## config.mk

```make
export PLATFORM = sky130hd
export DESIGN_NAME = first_fit_coalescing_allocator_flat
export DESIGN_NICKNAME = d
export VERILOG_FILES = /design/src/rtl/ffca_pkg.sv /design/src/rtl/ffca_if.sv /design/src/rtl/first_fit_coalescing_allocator.sv /design/src/rtl/ffca_ram.sv /design/src/flat_wrapper.sv
export SDC_FILE = /design/constraint.sdc
export NUM_CORES = 2
export LEC_CHECK = 0
export CORE_ASPECT_RATIO = 2
export CORE_MARGIN = 2
export CORE_UTILIZATION = 40
export CTS_CLUSTER_SIZE = 16
export DETAILED_ROUTE_END_ITERATION = 7
export DONT_BUFFER_PORTS = 1
export PLACE_DENSITY_LB_ADDON = 0.2
export REMOVE_ABC_BUFFERS = 1
export SLEW_MARGIN = 20
export SYNTH_ARGS = -nofsm -noshare
export SYNTH_HDL_FRONTEND = slang
export SYNTH_SLANG_ARGS = --single-unit
```

## constraint.sdc

```tcl
create_clock -name clock -period 10.4 [get_ports clock]
set_input_delay 2.6 -clock clock [delete_from_list [all_inputs] [get_ports clock]]
set_output_delay 2.6 -clock clock [all_outputs]
set_load 0.05 [all_outputs]
```

## src/rtl/ffca_pkg.sv

```systemverilog
// Package for the first-fit coalescing allocator.
// Shared defaults, request mode codes and result status codes.
// No dependencies.
package ffca_pkg;

   localparam int MAX_FREE_BLOCKS_DEF = 32;
   localparam int ADDR_BITS_DEF       = 16;
   localparam int HEAP_W              = 16;
   localparam int MODE_W              = 2;
   localparam int COUNT_W             = 6;

   typedef logic [MODE_W-1:0] mode_type;

   localparam mode_type MODE_ALLOC  = 2'd0;
   localparam mode_type MODE_FREE   = 2'd1;
   localparam mode_type MODE_REINIT = 2'd2;

   typedef enum logic [1:0] {
      ST_OK     = 2'd0,
      ST_NO_FIT = 2'd1,
      ST_FULL   = 2'd2
   } status_type;

endpackage

```

## src/rtl/ffca_if.sv

```systemverilog
// Channel interfaces of the allocator: request, response and register write.
// Depends on ffca_pkg.
interface ffca_req_if #(parameter int ADDR_BITS = ffca_pkg::ADDR_BITS_DEF);
   import ffca_pkg::*;
   logic                 valid;
   logic                 ready;
   mode_type             mode;
   logic [ADDR_BITS-1:0] region_start;
   logic [ADDR_BITS-1:0] byte_count;
   modport source (output valid, mode, region_start, byte_count, input ready);
   modport sink   (input valid, mode, region_start, byte_count, output ready);
endinterface

interface ffca_rsp_if #(parameter int ADDR_BITS = ffca_pkg::ADDR_BITS_DEF);
   import ffca_pkg::*;
   logic                 valid;
   logic                 ready;
   logic [ADDR_BITS-1:0] granted_address;
   status_type           status;
   logic [COUNT_W-1:0]   free_blocks;
   modport source (output valid, granted_address, status, free_blocks, input ready);
   modport sink   (input valid, granted_address, status, free_blocks, output ready);
endinterface

interface ffca_csr_if;
   import ffca_pkg::*;
   logic              valid;
   logic              ready;
   logic [HEAP_W-1:0] data;
   modport source (output valid, data, input ready);
   modport sink   (input valid, data, output ready);
endinterface

```

## src/rtl/first_fit_coalescing_allocator.sv

```systemverilog
// First-fit free-list allocator with coalescing: top level.
// Depends on ffca_pkg, ffca_if (channel interfaces) and ffca_ram.
//
// The free table (start, size per entry, address order) lives in one RAM with a registered
// read port, and a small sequencer walks it one entry at a time (read, then evaluate or
// move). Allocate: scan entries up to the first fit, then shift later entries down when
// the hit entry empties. Free: scan entries up to the insert point, a merge step, then
// shift entries up (unmerged insert) or down (double merge). Reinit and the reserved mode
// go straight to the response. The scan and shift speed is set by the single RAM read
// port. The block takes no new item while one is in work; the result register lets the
// next item in while a result waits. Table entries need no clearing after reset, since
// only entries below the entry count are ever read.
module first_fit_coalescing_allocator #(
   parameter int MAX_FREE_BLOCKS = ffca_pkg::MAX_FREE_BLOCKS_DEF,
   parameter int ADDR_BITS       = ffca_pkg::ADDR_BITS_DEF
) (
   input  logic       clock,
   input  logic       reset,
   ffca_req_if.sink   req_ch,
   ffca_rsp_if.source rsp_ch,
   ffca_csr_if.sink   csr_ch
);
   import ffca_pkg::*;

   localparam int AW    = ADDR_BITS;
   localparam int EW    = 2 * ADDR_BITS;
   localparam int IDX_W = $clog2(MAX_FREE_BLOCKS);
   localparam int CNT_W = $clog2(MAX_FREE_BLOCKS + 1);

   typedef enum logic [8:0] {
      S_IDLE    = 9'b000000001,
      S_SCAN_RD = 9'b000000010,
      S_SCAN_EV = 9'b000000100,
      S_DECIDE  = 9'b000001000,
      S_DOWN_RD = 9'b000010000,
      S_DOWN_WR = 9'b000100000,
      S_UP_RD   = 9'b001000000,
      S_UP_WR   = 9'b010000000,
      S_RESP    = 9'b100000000
   } state_type;

   state_type          state_ff, state_in;
   mode_type           op_ff, op_in;
   logic [AW-1:0]      start_ff, start_in;
   logic [AW-1:0]      size_ff, size_in;
   logic [CNT_W-1:0]   count_ff, count_in;
   logic [CNT_W-1:0]   idx_ff, idx_in;
   logic [CNT_W-1:0]   pos_ff, pos_in;
   logic [EW-1:0]      prev_ff, prev_in;
   logic [EW-1:0]      next_ff, next_in;
   logic               has_prev_ff, has_prev_in;
   logic               has_next_ff, has_next_in;
   logic [AW-1:0]      granted_ff, granted_in;
   status_type         status_ff, status_in;
   logic [HEAP_W-1:0]  heap_ff, heap_in;
   logic               rsp_valid_ff, rsp_valid_in;
   logic [AW-1:0]      rsp_granted_ff, rsp_granted_in;
   status_type         rsp_status_ff, rsp_status_in;
   logic [COUNT_W-1:0] rsp_free_ff, rsp_free_in;

   logic             ram_wr_en;
   logic [IDX_W-1:0] ram_wr_addr;
   logic [EW-1:0]    ram_wr_data;
   logic [IDX_W-1:0] ram_rd_addr;
   logic [EW-1:0]    ram_rd_data;

   logic             req_acc;
   logic [AW-1:0]    rd_start, rd_size;
   logic [AW-1:0]    prev_start, prev_size, next_start, next_size;
   logic [CNT_W:0]   idx_inc;
   logic [CNT_W-1:0] idx_dec, pos_dec;
   logic [AW:0]      prev_end, req_end;
   logic             adj_prev, adj_next;
   logic [AW+1:0]    msum;
   logic [AW-1:0]    msat;

   ffca_ram #(.WIDTH(EW), .DEPTH(MAX_FREE_BLOCKS)) u_table (
      .clock   (clock),
      .wr_en   (ram_wr_en),
      .wr_addr (ram_wr_addr),
      .wr_data (ram_wr_data),
      .rd_addr (ram_rd_addr),
      .rd_data (ram_rd_data)
   );

   assign req_acc       = req_ch.valid && req_ch.ready;
   assign req_ch.ready  = (state_ff == S_IDLE);
   assign csr_ch.ready  = 1'b1;

   assign rsp_ch.valid           = rsp_valid_ff;
   assign rsp_ch.granted_address = rsp_granted_ff;
   assign rsp_ch.status          = rsp_status_ff;
   assign rsp_ch.free_blocks     = rsp_free_ff;

   assign rd_start   = ram_rd_data[EW-1:AW];
   assign rd_size    = ram_rd_data[AW-1:0];
   assign prev_start = prev_ff[EW-1:AW];
   assign prev_size  = prev_ff[AW-1:0];
   assign next_start = next_ff[EW-1:AW];
   assign next_size  = next_ff[AW-1:0];

   assign idx_inc = {1'b0, idx_ff} + (CNT_W + 1)'(1);
   assign idx_dec = idx_ff - CNT_W'(1);
   assign pos_dec = pos_ff - CNT_W'(1);

   // adjacency without wrap; merging with both sides needs only the two end checks
   assign prev_end = {1'b0, prev_start} + {1'b0, prev_size};
   assign req_end  = {1'b0, start_ff} + {1'b0, size_ff};
   assign adj_prev = has_prev_ff && (prev_end == {1'b0, start_ff});
   assign adj_next = has_next_ff && ({1'b0, next_start} == req_end);
   assign msum     = {2'b00, (adj_prev ? prev_size : next_size)} + {2'b00, size_ff}
                   + ((adj_prev && adj_next) ? {2'b00, next_size} : (AW + 2)'(0));
   assign msat     = (|msum[AW+1:AW]) ? {AW{1'b1}} : msum[AW-1:0];

   always_comb begin
      state_in       = state_ff;
      op_in          = op_ff;
      start_in       = start_ff;
      size_in        = size_ff;
      count_in       = count_ff;
      idx_in         = idx_ff;
      pos_in         = pos_ff;
      prev_in        = prev_ff;
      next_in        = next_ff;
      has_prev_in    = has_prev_ff;
      has_next_in    = has_next_ff;
      granted_in     = granted_ff;
      status_in      = status_ff;
      heap_in        = (csr_ch.valid && csr_ch.ready) ? csr_ch.data : heap_ff;
      rsp_valid_in   = rsp_valid_ff && !rsp_ch.ready;
      rsp_granted_in = rsp_granted_ff;
      rsp_status_in  = rsp_status_ff;
      rsp_free_in    = rsp_free_ff;
      ram_wr_en      = 1'b0;
      ram_wr_addr    = idx_ff[IDX_W-1:0];
      ram_wr_data    = ram_rd_data;
      ram_rd_addr    = idx_ff[IDX_W-1:0];

      unique case (state_ff)
         S_IDLE: begin
            if (req_acc) begin
               op_in       = req_ch.mode;
               start_in    = req_ch.region_start;
               size_in     = req_ch.byte_count;
               granted_in  = '0;
               status_in   = ST_OK;
               idx_in      = '0;
               pos_in      = '0;
               has_prev_in = 1'b0;
               has_next_in = 1'b0;
               unique case (req_ch.mode)
                  MODE_ALLOC: begin
                     if (count_ff == '0) begin
                        status_in = ST_NO_FIT;
                        state_in  = S_RESP;
                     end else begin
                        state_in = S_SCAN_RD;
                     end
                  end
                  MODE_FREE: begin
                     state_in = (count_ff == '0) ? S_DECIDE : S_SCAN_RD;
                  end
                  MODE_REINIT: begin
                     ram_wr_en   = 1'b1;
                     ram_wr_addr = '0;
                     ram_wr_data = {{AW{1'b0}}, AW'(heap_ff)};
                     count_in    = CNT_W'(1);
                     state_in    = S_RESP;
                  end
                  default: begin
                     state_in = S_RESP;
                  end
               endcase
            end
         end
         S_SCAN_RD: begin
            state_in = S_SCAN_EV;
         end
         S_SCAN_EV: begin
            if (op_ff == MODE_ALLOC) begin
               if (rd_size >= size_ff) begin
                  granted_in = rd_start;
                  if (rd_size == size_ff) begin
                     state_in = S_DOWN_RD;
                  end else begin
                     ram_wr_en   = 1'b1;
                     ram_wr_data = {rd_start + size_ff, rd_size - size_ff};
                     state_in    = S_RESP;
                  end
               end else begin
                  idx_in = idx_inc[CNT_W-1:0];
                  if (idx_inc == {1'b0, count_ff}) begin
                     status_in = ST_NO_FIT;
                     state_in  = S_RESP;
                  end else begin
                     state_in = S_SCAN_RD;
                  end
               end
            end else begin
               if (rd_start < start_ff) begin
                  prev_in     = ram_rd_data;
                  has_prev_in = 1'b1;
                  idx_in      = idx_inc[CNT_W-1:0];
                  if (idx_inc == {1'b0, count_ff}) begin
                     pos_in   = count_ff;
                     state_in = S_DECIDE;
                  end else begin
                     state_in = S_SCAN_RD;
                  end
               end else begin
                  pos_in      = idx_ff;
                  next_in     = ram_rd_data;
                  has_next_in = 1'b1;
                  state_in    = S_DECIDE;
               end
            end
         end
         S_DECIDE: begin
            priority if (adj_prev) begin
               ram_wr_en   = 1'b1;
               ram_wr_addr = pos_dec[IDX_W-1:0];
               ram_wr_data = {prev_start, msat};
               idx_in      = pos_ff;
               state_in    = adj_next ? S_DOWN_RD : S_RESP;
            end else if (adj_next) begin
               ram_wr_en   = 1'b1;
               ram_wr_addr = pos_ff[IDX_W-1:0];
               ram_wr_data = {start_ff, msat};
               state_in    = S_RESP;
            end else if (count_ff == CNT_W'(MAX_FREE_BLOCKS)) begin
               status_in = ST_FULL;
               state_in  = S_RESP;
            end else begin
               idx_in   = count_ff;
               state_in = S_UP_RD;
            end
         end
         S_DOWN_RD: begin
            if (idx_inc < {1'b0, count_ff}) begin
               ram_rd_addr = idx_inc[IDX_W-1:0];
               state_in    = S_DOWN_WR;
            end else begin
               count_in = count_ff - CNT_W'(1);
               state_in = S_RESP;
            end
         end
         S_DOWN_WR: begin
            ram_wr_en = 1'b1;
            idx_in    = idx_inc[CNT_W-1:0];
            state_in  = S_DOWN_RD;
         end
         S_UP_RD: begin
            if (idx_ff > pos_ff) begin
               ram_rd_addr = idx_dec[IDX_W-1:0];
               state_in    = S_UP_WR;
            end else begin
               ram_wr_en   = 1'b1;
               ram_wr_addr = pos_ff[IDX_W-1:0];
               ram_wr_data = {start_ff, size_ff};
               count_in    = count_ff + CNT_W'(1);
               state_in    = S_RESP;
            end
         end
         S_UP_WR: begin
            ram_wr_en = 1'b1;
            idx_in    = idx_dec;
            state_in  = S_UP_RD;
         end
         S_RESP: begin
            if (!rsp_valid_ff || rsp_ch.ready) begin
               rsp_valid_in   = 1'b1;
               rsp_granted_in = granted_ff;
               rsp_status_in  = status_ff;
               rsp_free_in    = COUNT_W'(count_ff);
               state_in       = S_IDLE;
            end
         end
         default: begin
            state_in = S_IDLE;
         end
      endcase
   end

   always_ff @(posedge clock) begin
      if (reset) begin
         state_ff     <= S_IDLE;
         count_ff     <= '0;
         heap_ff      <= '0;
         rsp_valid_ff <= 1'b0;
      end else begin
         state_ff     <= state_in;
         count_ff     <= count_in;
         heap_ff      <= heap_in;
         rsp_valid_ff <= rsp_valid_in;
      end
   end

   always_ff @(posedge clock) begin
      op_ff          <= op_in;
      start_ff       <= start_in;
      size_ff        <= size_in;
      idx_ff         <= idx_in;
      pos_ff         <= pos_in;
      prev_ff        <= prev_in;
      next_ff        <= next_in;
      has_prev_ff    <= has_prev_in;
      has_next_ff    <= has_next_in;
      granted_ff     <= granted_in;
      status_ff      <= status_in;
      rsp_granted_ff <= rsp_granted_in;
      rsp_status_ff  <= rsp_status_in;
      rsp_free_ff    <= rsp_free_in;
   end

   a_count_max: assert property (@(posedge clock) disable iff (reset)
      count_ff <= CNT_W'(MAX_FREE_BLOCKS))
      else $error("free table count beyond capacity");

   a_wr_in_table: assert property (@(posedge clock) disable iff (reset)
      ram_wr_en |-> (CNT_W'(ram_wr_addr) <= count_ff))
      else $error("table write past the end of the table");

   a_full_status: assert property (@(posedge clock) disable iff (reset)
      (state_ff == S_RESP && status_ff == ST_FULL)
         |-> (count_ff == CNT_W'(MAX_FREE_BLOCKS)))
      else $error("table full reported with room left");

   a_grant_zero: assert property (@(posedge clock) disable iff (reset)
      (state_ff == S_RESP && status_ff != ST_OK) |-> (granted_ff == '0))
      else $error("nonzero address on a failed request");

   a_reinit_count: assert property (@(posedge clock) disable iff (reset)
      (req_acc && req_ch.mode == MODE_REINIT) |=> (count_ff == CNT_W'(1)))
      else $error("reinit did not leave one entry");

endmodule

```

## src/rtl/ffca_ram.sv

```systemverilog
// Generic single-write, single-read RAM with registered read data.
// No dependencies.
module ffca_ram #(
   parameter int WIDTH = 8,
   parameter int DEPTH = 4,
   localparam int ADDR_W = $clog2(DEPTH)
) (
   input  logic              clock,
   input  logic              wr_en,
   input  logic [ADDR_W-1:0] wr_addr,
   input  logic [WIDTH-1:0]  wr_data,
   input  logic [ADDR_W-1:0] rd_addr,
   output logic [WIDTH-1:0]  rd_data
);

   logic [WIDTH-1:0] mem_ff [DEPTH];
   logic [WIDTH-1:0] rd_data_ff;

   always_ff @(posedge clock) begin
      if (wr_en) begin
         mem_ff[wr_addr] <= wr_data;
      end
      rd_data_ff <= mem_ff[rd_addr];
   end

   assign rd_data = rd_data_ff;

endmodule
```

## src/flat_wrapper.sv

```systemverilog
// flat-port wrapper written by rule: the top's interface ports become plain ports
module first_fit_coalescing_allocator_flat import ffca_pkg::*;
#(
   parameter int MAX_FREE_BLOCKS = ffca_pkg::MAX_FREE_BLOCKS_DEF,
   parameter int ADDR_BITS       = ffca_pkg::ADDR_BITS_DEF
)
  (clock, reset, req_ch_valid, req_ch_mode, req_ch_region_start, req_ch_byte_count, req_ch_ready, rsp_ch_valid, rsp_ch_granted_address, rsp_ch_status, rsp_ch_free_blocks, rsp_ch_ready, csr_ch_valid, csr_ch_data, csr_ch_ready);
  ffca_req_if #(.ADDR_BITS(ADDR_BITS)) req_ch_i ();
  ffca_rsp_if #(.ADDR_BITS(ADDR_BITS)) rsp_ch_i ();
  ffca_csr_if csr_ch_i ();
  input  logic clock;
  input  logic reset;
  input wire logic [$bits(req_ch_i.valid)-1:0] req_ch_valid;
  input wire logic [$bits(req_ch_i.mode)-1:0] req_ch_mode;
  input wire logic [$bits(req_ch_i.region_start)-1:0] req_ch_region_start;
  input wire logic [$bits(req_ch_i.byte_count)-1:0] req_ch_byte_count;
  output wire logic [$bits(req_ch_i.ready)-1:0] req_ch_ready;
  output wire logic [$bits(rsp_ch_i.valid)-1:0] rsp_ch_valid;
  output wire logic [$bits(rsp_ch_i.granted_address)-1:0] rsp_ch_granted_address;
  output wire logic [$bits(rsp_ch_i.status)-1:0] rsp_ch_status;
  output wire logic [$bits(rsp_ch_i.free_blocks)-1:0] rsp_ch_free_blocks;
  input wire logic [$bits(rsp_ch_i.ready)-1:0] rsp_ch_ready;
  input wire logic [$bits(csr_ch_i.valid)-1:0] csr_ch_valid;
  input wire logic [$bits(csr_ch_i.data)-1:0] csr_ch_data;
  output wire logic [$bits(csr_ch_i.ready)-1:0] csr_ch_ready;
  assign req_ch_i.valid = req_ch_valid;
  assign req_ch_i.mode = req_ch_mode;
  assign req_ch_i.region_start = req_ch_region_start;
  assign req_ch_i.byte_count = req_ch_byte_count;
  assign req_ch_ready = req_ch_i.ready;
  assign rsp_ch_valid = rsp_ch_i.valid;
  assign rsp_ch_granted_address = rsp_ch_i.granted_address;
  assign rsp_ch_status = rsp_ch_i.status;
  assign rsp_ch_free_blocks = rsp_ch_i.free_blocks;
  assign rsp_ch_i.ready = rsp_ch_ready;
  assign csr_ch_i.valid = csr_ch_valid;
  assign csr_ch_i.data = csr_ch_data;
  assign csr_ch_ready = csr_ch_i.ready;
  first_fit_coalescing_allocator #(.MAX_FREE_BLOCKS(MAX_FREE_BLOCKS), .ADDR_BITS(ADDR_BITS)) u_core (.clock(clock), .reset(reset), .req_ch(req_ch_i), .rsp_ch(rsp_ch_i), .csr_ch(csr_ch_i));
endmodule
```

# [Yosys cells after proc, flatten, opt, wreduce, memory -nomap -nowiden]
# Memories as Yosys holds them, arrays and structs flattened. A register that Yosys moved wholly into a read port is not among the register bits.
# Cells that the tools add are included.
[totals] input_bits=55 regBits=186 ramBits=1024 word_cells=191 mem_count=1
[memory_table] name="u_core.u_table.mem_ff" depth=32 word_bits=32 rd=1 rd_ports_with_merged_regs=1 write_ports=1 line="ffca_ram.sv:16" rtl="logic [WIDTH-1:0] mem_ff [DEPTH];"
[classes] bitwise_logic=2 eq_ne=36 reduce_logical=29 muxes=90 magnitude_cmp=4 add_sub_neg=11
[op_table] operator="$mux W32" count=8
[op_table] operator="$pmux W32 S4" count=1
[op_table] operator="$mux W9" count=13
[op_table] operator="$mux W16" count=6
[op_table] operator="$mux W6" count=14
[op_table] operator="$pmux W9 S9" count=1
[op_table] operator="$add A16 B16 Y17" count=3
[op_table] operator="$mux W5" count=7
[op_table] operator="$pmux W16 S2" count=1
[op_table] operator="$pmux W6 S5" count=1
[op_table] operator="$add A18 B18 Y18" count=1
[op_table] operator="$mux W1" count=18
[op_table] operator="$ne A2 B2 Y1 const B" count=9
[op_table] operator="$pmux W6 S3" count=1
[op_table] operator="$pmux W9 S2" count=1
[op_table] operator="$eq A16 B17 Y1" count=1
[op_table] operator="$eq A17 B16 Y1" count=1
[op_table] operator="$add A16 B16 Y16" count=1
[op_table] operator="$eq A16 B16 Y1" count=1
[op_table] operator="$ge A16 B16 Y1" count=1
[op_table] operator="$lt A16 B16 Y1" count=1
[op_table] operator="$mux W2" count=8
[op_table] operator="$reduce_and A4 Y1" count=4
[op_table] operator="$sub A16 B16 Y16" count=1
[op_table] operator="45 further kinds" count=68

# [Logic depth before layout (Yosys ltp)]
[depth] depth_word=11 depth_mapped=35 depth_no_buf=33

# [Cells and area by module]
# From an unflattened synthesis, not the netlist that was laid out.
[hier_totals] hier_cells=3887 hier_area_um2=55368.1
[modules_own_cells] module="ffca_ram" seq_area_each_um2=31390.1 cells_per_inst=2260 area_each_um2=40492.6 instances=1
[modules_own_cells] module="first_fit_coalescing_allocator" seq_area_each_um2=5265.0 cells_per_inst=1627 area_each_um2=14875.5 instances=1

# [Worst setup path after synthesis]
# OpenSTA, ideal clock, no wires.
[synth_timing] kind="register to register" start="register u_core.prev_ff[0]" end="memory u_core.u_table.mem_ff[0][4] (netlist name) (data pin)" slack_ns=2.206 synth_period_minus_slack_ns=8.194 t_required_ns=9.946 arrival_ns=7.740 stages_incl_launch_ff=33 path_buffers=2 cell_sequence="edfxtp_1 ha_1 inv_1 fa_1 xor2_1 o2111ai_1 a2111oi_0 nand4_1 nor4bb_1 nand4_4 buf_1 mux2_2 ha_1 a21o_1 a21oi_1 o21bai_1 a21oi_1 o21bai_1 a21oi_1 o21ai_0 a311oi_1 o21bai_1 a21oi_1 xnor2_1 ha_1 nand3_1 a211o_1 and3_1 a21oi_1 clkbuf_1 a211o_1 o21ai_0 o21ai_0"
[synth_via] elab_chain_cells=11 word_cells_on_any_way=13 cone_classes="add/sub: 3; eq/ne: 1; mux: 6; reduce/logical: 3"
[synth_rtl] item="start: declaration" line="first_fit_coalescing_allocator.sv:49" rtl="logic [EW-1:0] prev_ff, prev_in;"
[synth_rtl] item="start signal: assignment" line="first_fit_coalescing_allocator.sv:304" rtl="prev_ff <= prev_in;"
[synth_rtl] item="$add A16 B16 Y17" line="first_fit_coalescing_allocator.sv:107" rtl="assign prev_end = {1'b0, prev_start} + {1'b0, prev_size};"
[synth_rtl] item="$eq A17 B16 Y1" line="first_fit_coalescing_allocator.sv:109" rtl="assign adj_prev = has_prev_ff && (prev_end == {1'b0, start_ff});"
[synth_rtl] item="$logic_and A1 B1 Y1" line="first_fit_coalescing_allocator.sv:109"
[synth_rtl] item="$mux W16 / $logic_and A1 B1 Y1 (equally long branches)" line="first_fit_coalescing_allocator.sv:111, first_fit_coalescing_allocator.sv:112"
[synth_rtl] item="$add A16 B16 Y17 / $mux W16 (equally long branches)" line="first_fit_coalescing_allocator.sv:111, first_fit_coalescing_allocator.sv:112"
[synth_rtl] item="$add A18 B18 Y18" line="first_fit_coalescing_allocator.sv:112" rtl="+ ((adj_prev && adj_next) ? {2'b00, next_size} : (AW + 2)'(0));"
[synth_rtl] item="$reduce_or A2 Y1" line="first_fit_coalescing_allocator.sv:113" rtl="assign msat = (|msum[AW+1:AW]) ? {AW{1'b1}} : msum[AW-1:0];"
[synth_rtl] item="$mux W16" line="first_fit_coalescing_allocator.sv:113"
[synth_rtl] item="$mux W32" line="first_fit_coalescing_allocator.sv:225" rtl="end else if (adj_next) begin"
[synth_rtl] item="$mux W32 (*)" line="first_fit_coalescing_allocator.sv:219" rtl="priority if (adj_prev) begin"
[synth_rtl] item="$pmux W32 S4 (*)" line="first_fit_coalescing_allocator.sv:139" rtl="unique case (state_ff)"
[synth_rtl] item="via u_core.ram_wr_data[4]" line="first_fit_coalescing_allocator.sv:63" rtl="logic [EW-1:0] ram_wr_data;"
[synth_rtl] item="end: declaration" line="ffca_ram.sv:16"
# Mark *: on every way through the listed nets, which the timed path passes. The rest lies on a longest branch.

# [Worst setup path in the final report]
[layout_timing] start="register u_core.prev_ff[0]" end="memory u_core.u_table.mem_ff[21][5] (netlist name) (data pin)"
# Same word-level chain as after synthesis.

==> results.sh <==
export IMPL_status="completed"
export IMPL_synth_top_family_by_area="compound AO/OA/AOI/OAI gates"
export IMPL_wl_per_cell_microns=31.10
export IMPL_cts_root_buf="clkbuf_16"
export IMPL_startpoint="u_core.prev_ff[0]"
export IMPL_post_cts_buffers=0
export IMPL_tightest_slew_ns=1.208
export IMPL_viasPerCell=6.037
export IMPL_grt_ovfl_total=0
export IMPL_synthMuxAreaShare_pct=3.190
export IMPL_yosys_area_share_adder_pct=3.170
export IMPL_drive_gt1_share_pct=9.621
export IMPL_portBuffers=0
export IMPL_leakage_nw=21.24
export IMPL_synthCells=4335
export IMPL_path_clk_slew_ns=0.07
export IMPL_p_comb_share_pct=36.7
export IMPL_fp_dieW_microns=267.0
export IMPL_finalSetupTns_ns=0
export IMPL_seq_area_frac_synth_pct=66.23
export IMPL_antenna_found_initial=4
export IMPL_synth_compound_area_share_pct=12.78
export IMPL_end_kind="flip-flop"
export IMPL_postPlaceCellArea_sq_um=58240
export IMPL_fillers=12480
export IMPL_ys_seq_elements=1242
export IMPL_p_total_mw=17.67
export IMPL_drv_cap=0
export IMPL_cp_max_fo=32
export IMPL_track_usage_pct=27.30
export IMPL_cts_inserted_buffers=107
export IMPL_ys_warn_count=0
export IMPL_vdd_drop_max_mv=0.2553
export IMPL_clk_latency_ns=0.73
export IMPL_post_route_period_util_pct=86.02
export IMPL_r2r_start="u_core.prev_ff[0]"
export IMPL_fin_ws_ns=1.454
export IMPL_slew_headroom_pct=18.71
export IMPL_clockBufferDepth=3
export IMPL_post_cts_resized=0
export IMPL_period_minus_slack_ns=8.946
export IMPL_synth_edf_count=1178
export IMPL_worstSetupStartpointType="flip-flop"
export IMPL_core_sq_um=137900
export IMPL_dp_hpwl_microns=122300
export IMPL_worstPathArrival_ns=9.43
export IMPL_hold_viol=0
export IMPL_p_sw_share_pct=39.19
export IMPL_grt_pass1_vias=37390
export IMPL_clkPwrFrac_pct=23.9
export IMPL_yosysUniqueCellTypes=99
export IMPL_grt_max_degree=141
export IMPL_drt_initial_drc_count=3350
export IMPL_synth_simple_gate_area_share_pct=10.36
export IMPL_firstDrtPassIters=6
export IMPL_h_tree_depth=3
export IMPL_holdWs_ns=0.4112
export IMPL_cp_slowest_cell="nor4_1"
export IMPL_avgSynthCellArea_sq_um=12.77
export IMPL_rsz0062_at_grt="no"
export IMPL_cp_data_required_time_ns=10.88
export IMPL_grt_pass1_wl_microns=273200
export IMPL_crit_top_cell="a21oi_1"
export IMPL_min_delay_start="u_core.granted_ff[12]"
export IMPL_powerDensity_nw_per_um2=285.3
export IMPL_dieArea_sq_um=141500
export IMPL_seq_power_share_pct=39.5
export IMPL_syn_area_sq_um=55340
export IMPL_nets=4528
export IMPL_wirelength_microns=195500
export IMPL_skew_ns=0.04523
export IMPL_cts_tree="done"
export IMPL_finalMaxSlewViolations=0
export IMPL_cts_sinks=1242
export IMPL_setup_viol=0
export IMPL_slowest_delay_ns=0.57
export IMPL_drc_errors=0
export IMPL_max_freq_mhz=111.8
export IMPL_initial_core_util_pct=40.14
export IMPL_dp_worst_setup_slack_ns=1.653
export IMPL_hold_buffers=0
export IMPL_die_h_microns=530.0
export IMPL_areaGrowthSynthToFinish_pct=11.89
export IMPL_synth_xor_area_share_pct=1.795
export IMPL_p_sw_mw=6.923
export IMPL_synth_ff_type="edfxtp_1"
export IMPL_min_path_type="reg -> reg"
export IMPL_rows=193
export IMPL_ant_nets=0
export IMPL_gp_congestion=0.9736
export IMPL_async_flop_share_pct=0
export IMPL_design_area_sq_um=61920
export IMPL_io_pins=82
export IMPL_p_int_mw=10.74
export IMPL_num_vias=37940
export IMPL_crit_type="reg -> reg"
## routing by layer
metal / part of all wire [%] / vias to the layer above / GRT usage, % / routed length [microns]
li1: - / 16640 / - / -
met1: 35 / 19250 / 29.36 / 67720
met2: 52 / 1555 / 49.48 / 101300
met3: 5.3 / 497 / 3.128 / 10350
met4: 8.2 / 0 / 19.30 / 16080
met5: 0 / - / 0 / 0
## flip-flops by register name, summed over array words and instances, names as in the netlist, 9 cells and up
register / flops
u_core.u_table.mem_ff: 1024
u_core.next_ff: 32
u_core.prev_ff: 32
u_core.u_table.rd_data: 32
u_core.granted_ff: 16
u_core.heap_ff: 16
u_core.rsp_ch.granted_address: 16
u_core.size_ff: 16
u_core.start_ff: 16
u_core.state_ff: 9
## area by class of cell
| cell class | instances | area (sq um) | share of cell area (%) |
|---|---|---|---|
| inverter | 91 | 341.6 | 0.5516 |
| multi-input combinational | 2753 | 17760 | 28.68 |
| clock inverter | 56 | 666.9 | 1.077 |
| tap | 1852 | 2317 | 3.742 |
| clock buffer | 144 | 2992 | 4.831 |
| antenna | 5 | 12.51 | 0.02021 |
| timing repair buffer | 142 | 1179 | 1.903 |
| sequential | 1242 | 36660 | 59.19 |
## power by group through the flow
| stage | logic [mW] | registers [mW] | clock network (mW) |
|---|---|---|---|
| 5_1_grt | 6.93 | 6.97 | 4.45 |
| 3_5_place_dp | 6.41 | 7.07 | 0 |
| 6_report | 6.48 | 6.97 | 4.21 |
| 3_3_place_gp | 6.35 | 7.07 | 0 |
| 2_1_floorplan | 4.66 | 6.89 | 0 |
| 4_1_cts | 6.43 | 6.97 | 4.28 |
## synth_stat cells, types with 71 or more instances
cell type | instances | share of area (%)
a21oi_1 | 458 | 4.1
clkbuf_1 | 170 | 1.2
ha_1 | 129 | 2.9
edfxtp_1 | 1178 | 64
nor3_1 | 71 | 0.64
nand2_1 | 591 | 4.0
nand3_1 | 195 | 1.8
a221oi_1 | 115 | 1.8
nor2_1 | 167 | 1.1
mux2i_1 | 155 | 2.8
o21ai_0 | 79 | 0.71
a31oi_1 | 75 | 0.85
inv_1 | 88 | 0.60
## through the flow
stage	utilization, %	cells
2_1_floorplan	-	4086
6_report	44.91	6285
3_5_place_dp	42.24	6080
4_1_cts	44.89	6280
3_3_place_gp	42.21	6078
5_1_grt	44.90	6281
## path summary, 6_finish.rpt
kind / to / slack, ns / cells after the start
max: u_core.u_table.mem_ff[21][5] / 1.45 / 35
min: u_core.rsp_ch.granted_address[12] / 0.41 / 0
max reg2reg: u_core.u_table.mem_ff[21][5] / 1.45 / 35
min reg2reg: u_core.rsp_ch.granted_address[12] / 0.41 / 0
## cells by family after synthesis
kind of cell | after synthesis
buffers and inverters | 340
muxes | 174
other | 1
DFF | 1242
xor gates and xnor gates | 111
adders and majority gates | 136
and+or+nand+nor | 1256
AOI/OAI and AO/OA | 1075
## layout by cell type (no fill, tap or decap), types with 17 or more instances in the layout
master / instances
edfxtp_1: 1178
nand2_1: 587
a21oi_1: 452
nand3_1: 194
mux2i_1: 155
nor2_1: 141
buf_4: 133
ha_1: 129
a221oi_1: 115
clkbuf_16: 111
inv_1: 88
a31oi_1: 73
o21ai_0: 72
nor3_1: 70
a32oi_1: 67
xnor2_1: 65
dfxtp_1: 64
nor4_1: 46
a21o_1: 43
xor2_1: 41
a211oi_1: 41
nor2_4: 35
and3_1: 32
o21a_1: 26
nand4_1: 25
and2_1: 25
clkbuf_1: 24
o21bai_1: 20
mux2_2: 19
nand2b_1: 18
or3_1: 17
## critical path, delay by kind of cell, from the launching register on
kind	cells	cell delay [ns]
AOI/OAI and AO/OA	18	3.68
and+or+nand+nor	7	2.04
adders and majority gates	4	1.29
buffers and inverters	4	0.83
xor gates and xnor gates	2	0.47
DFF	1	0.40
Power figures use the tool's default switching activity.
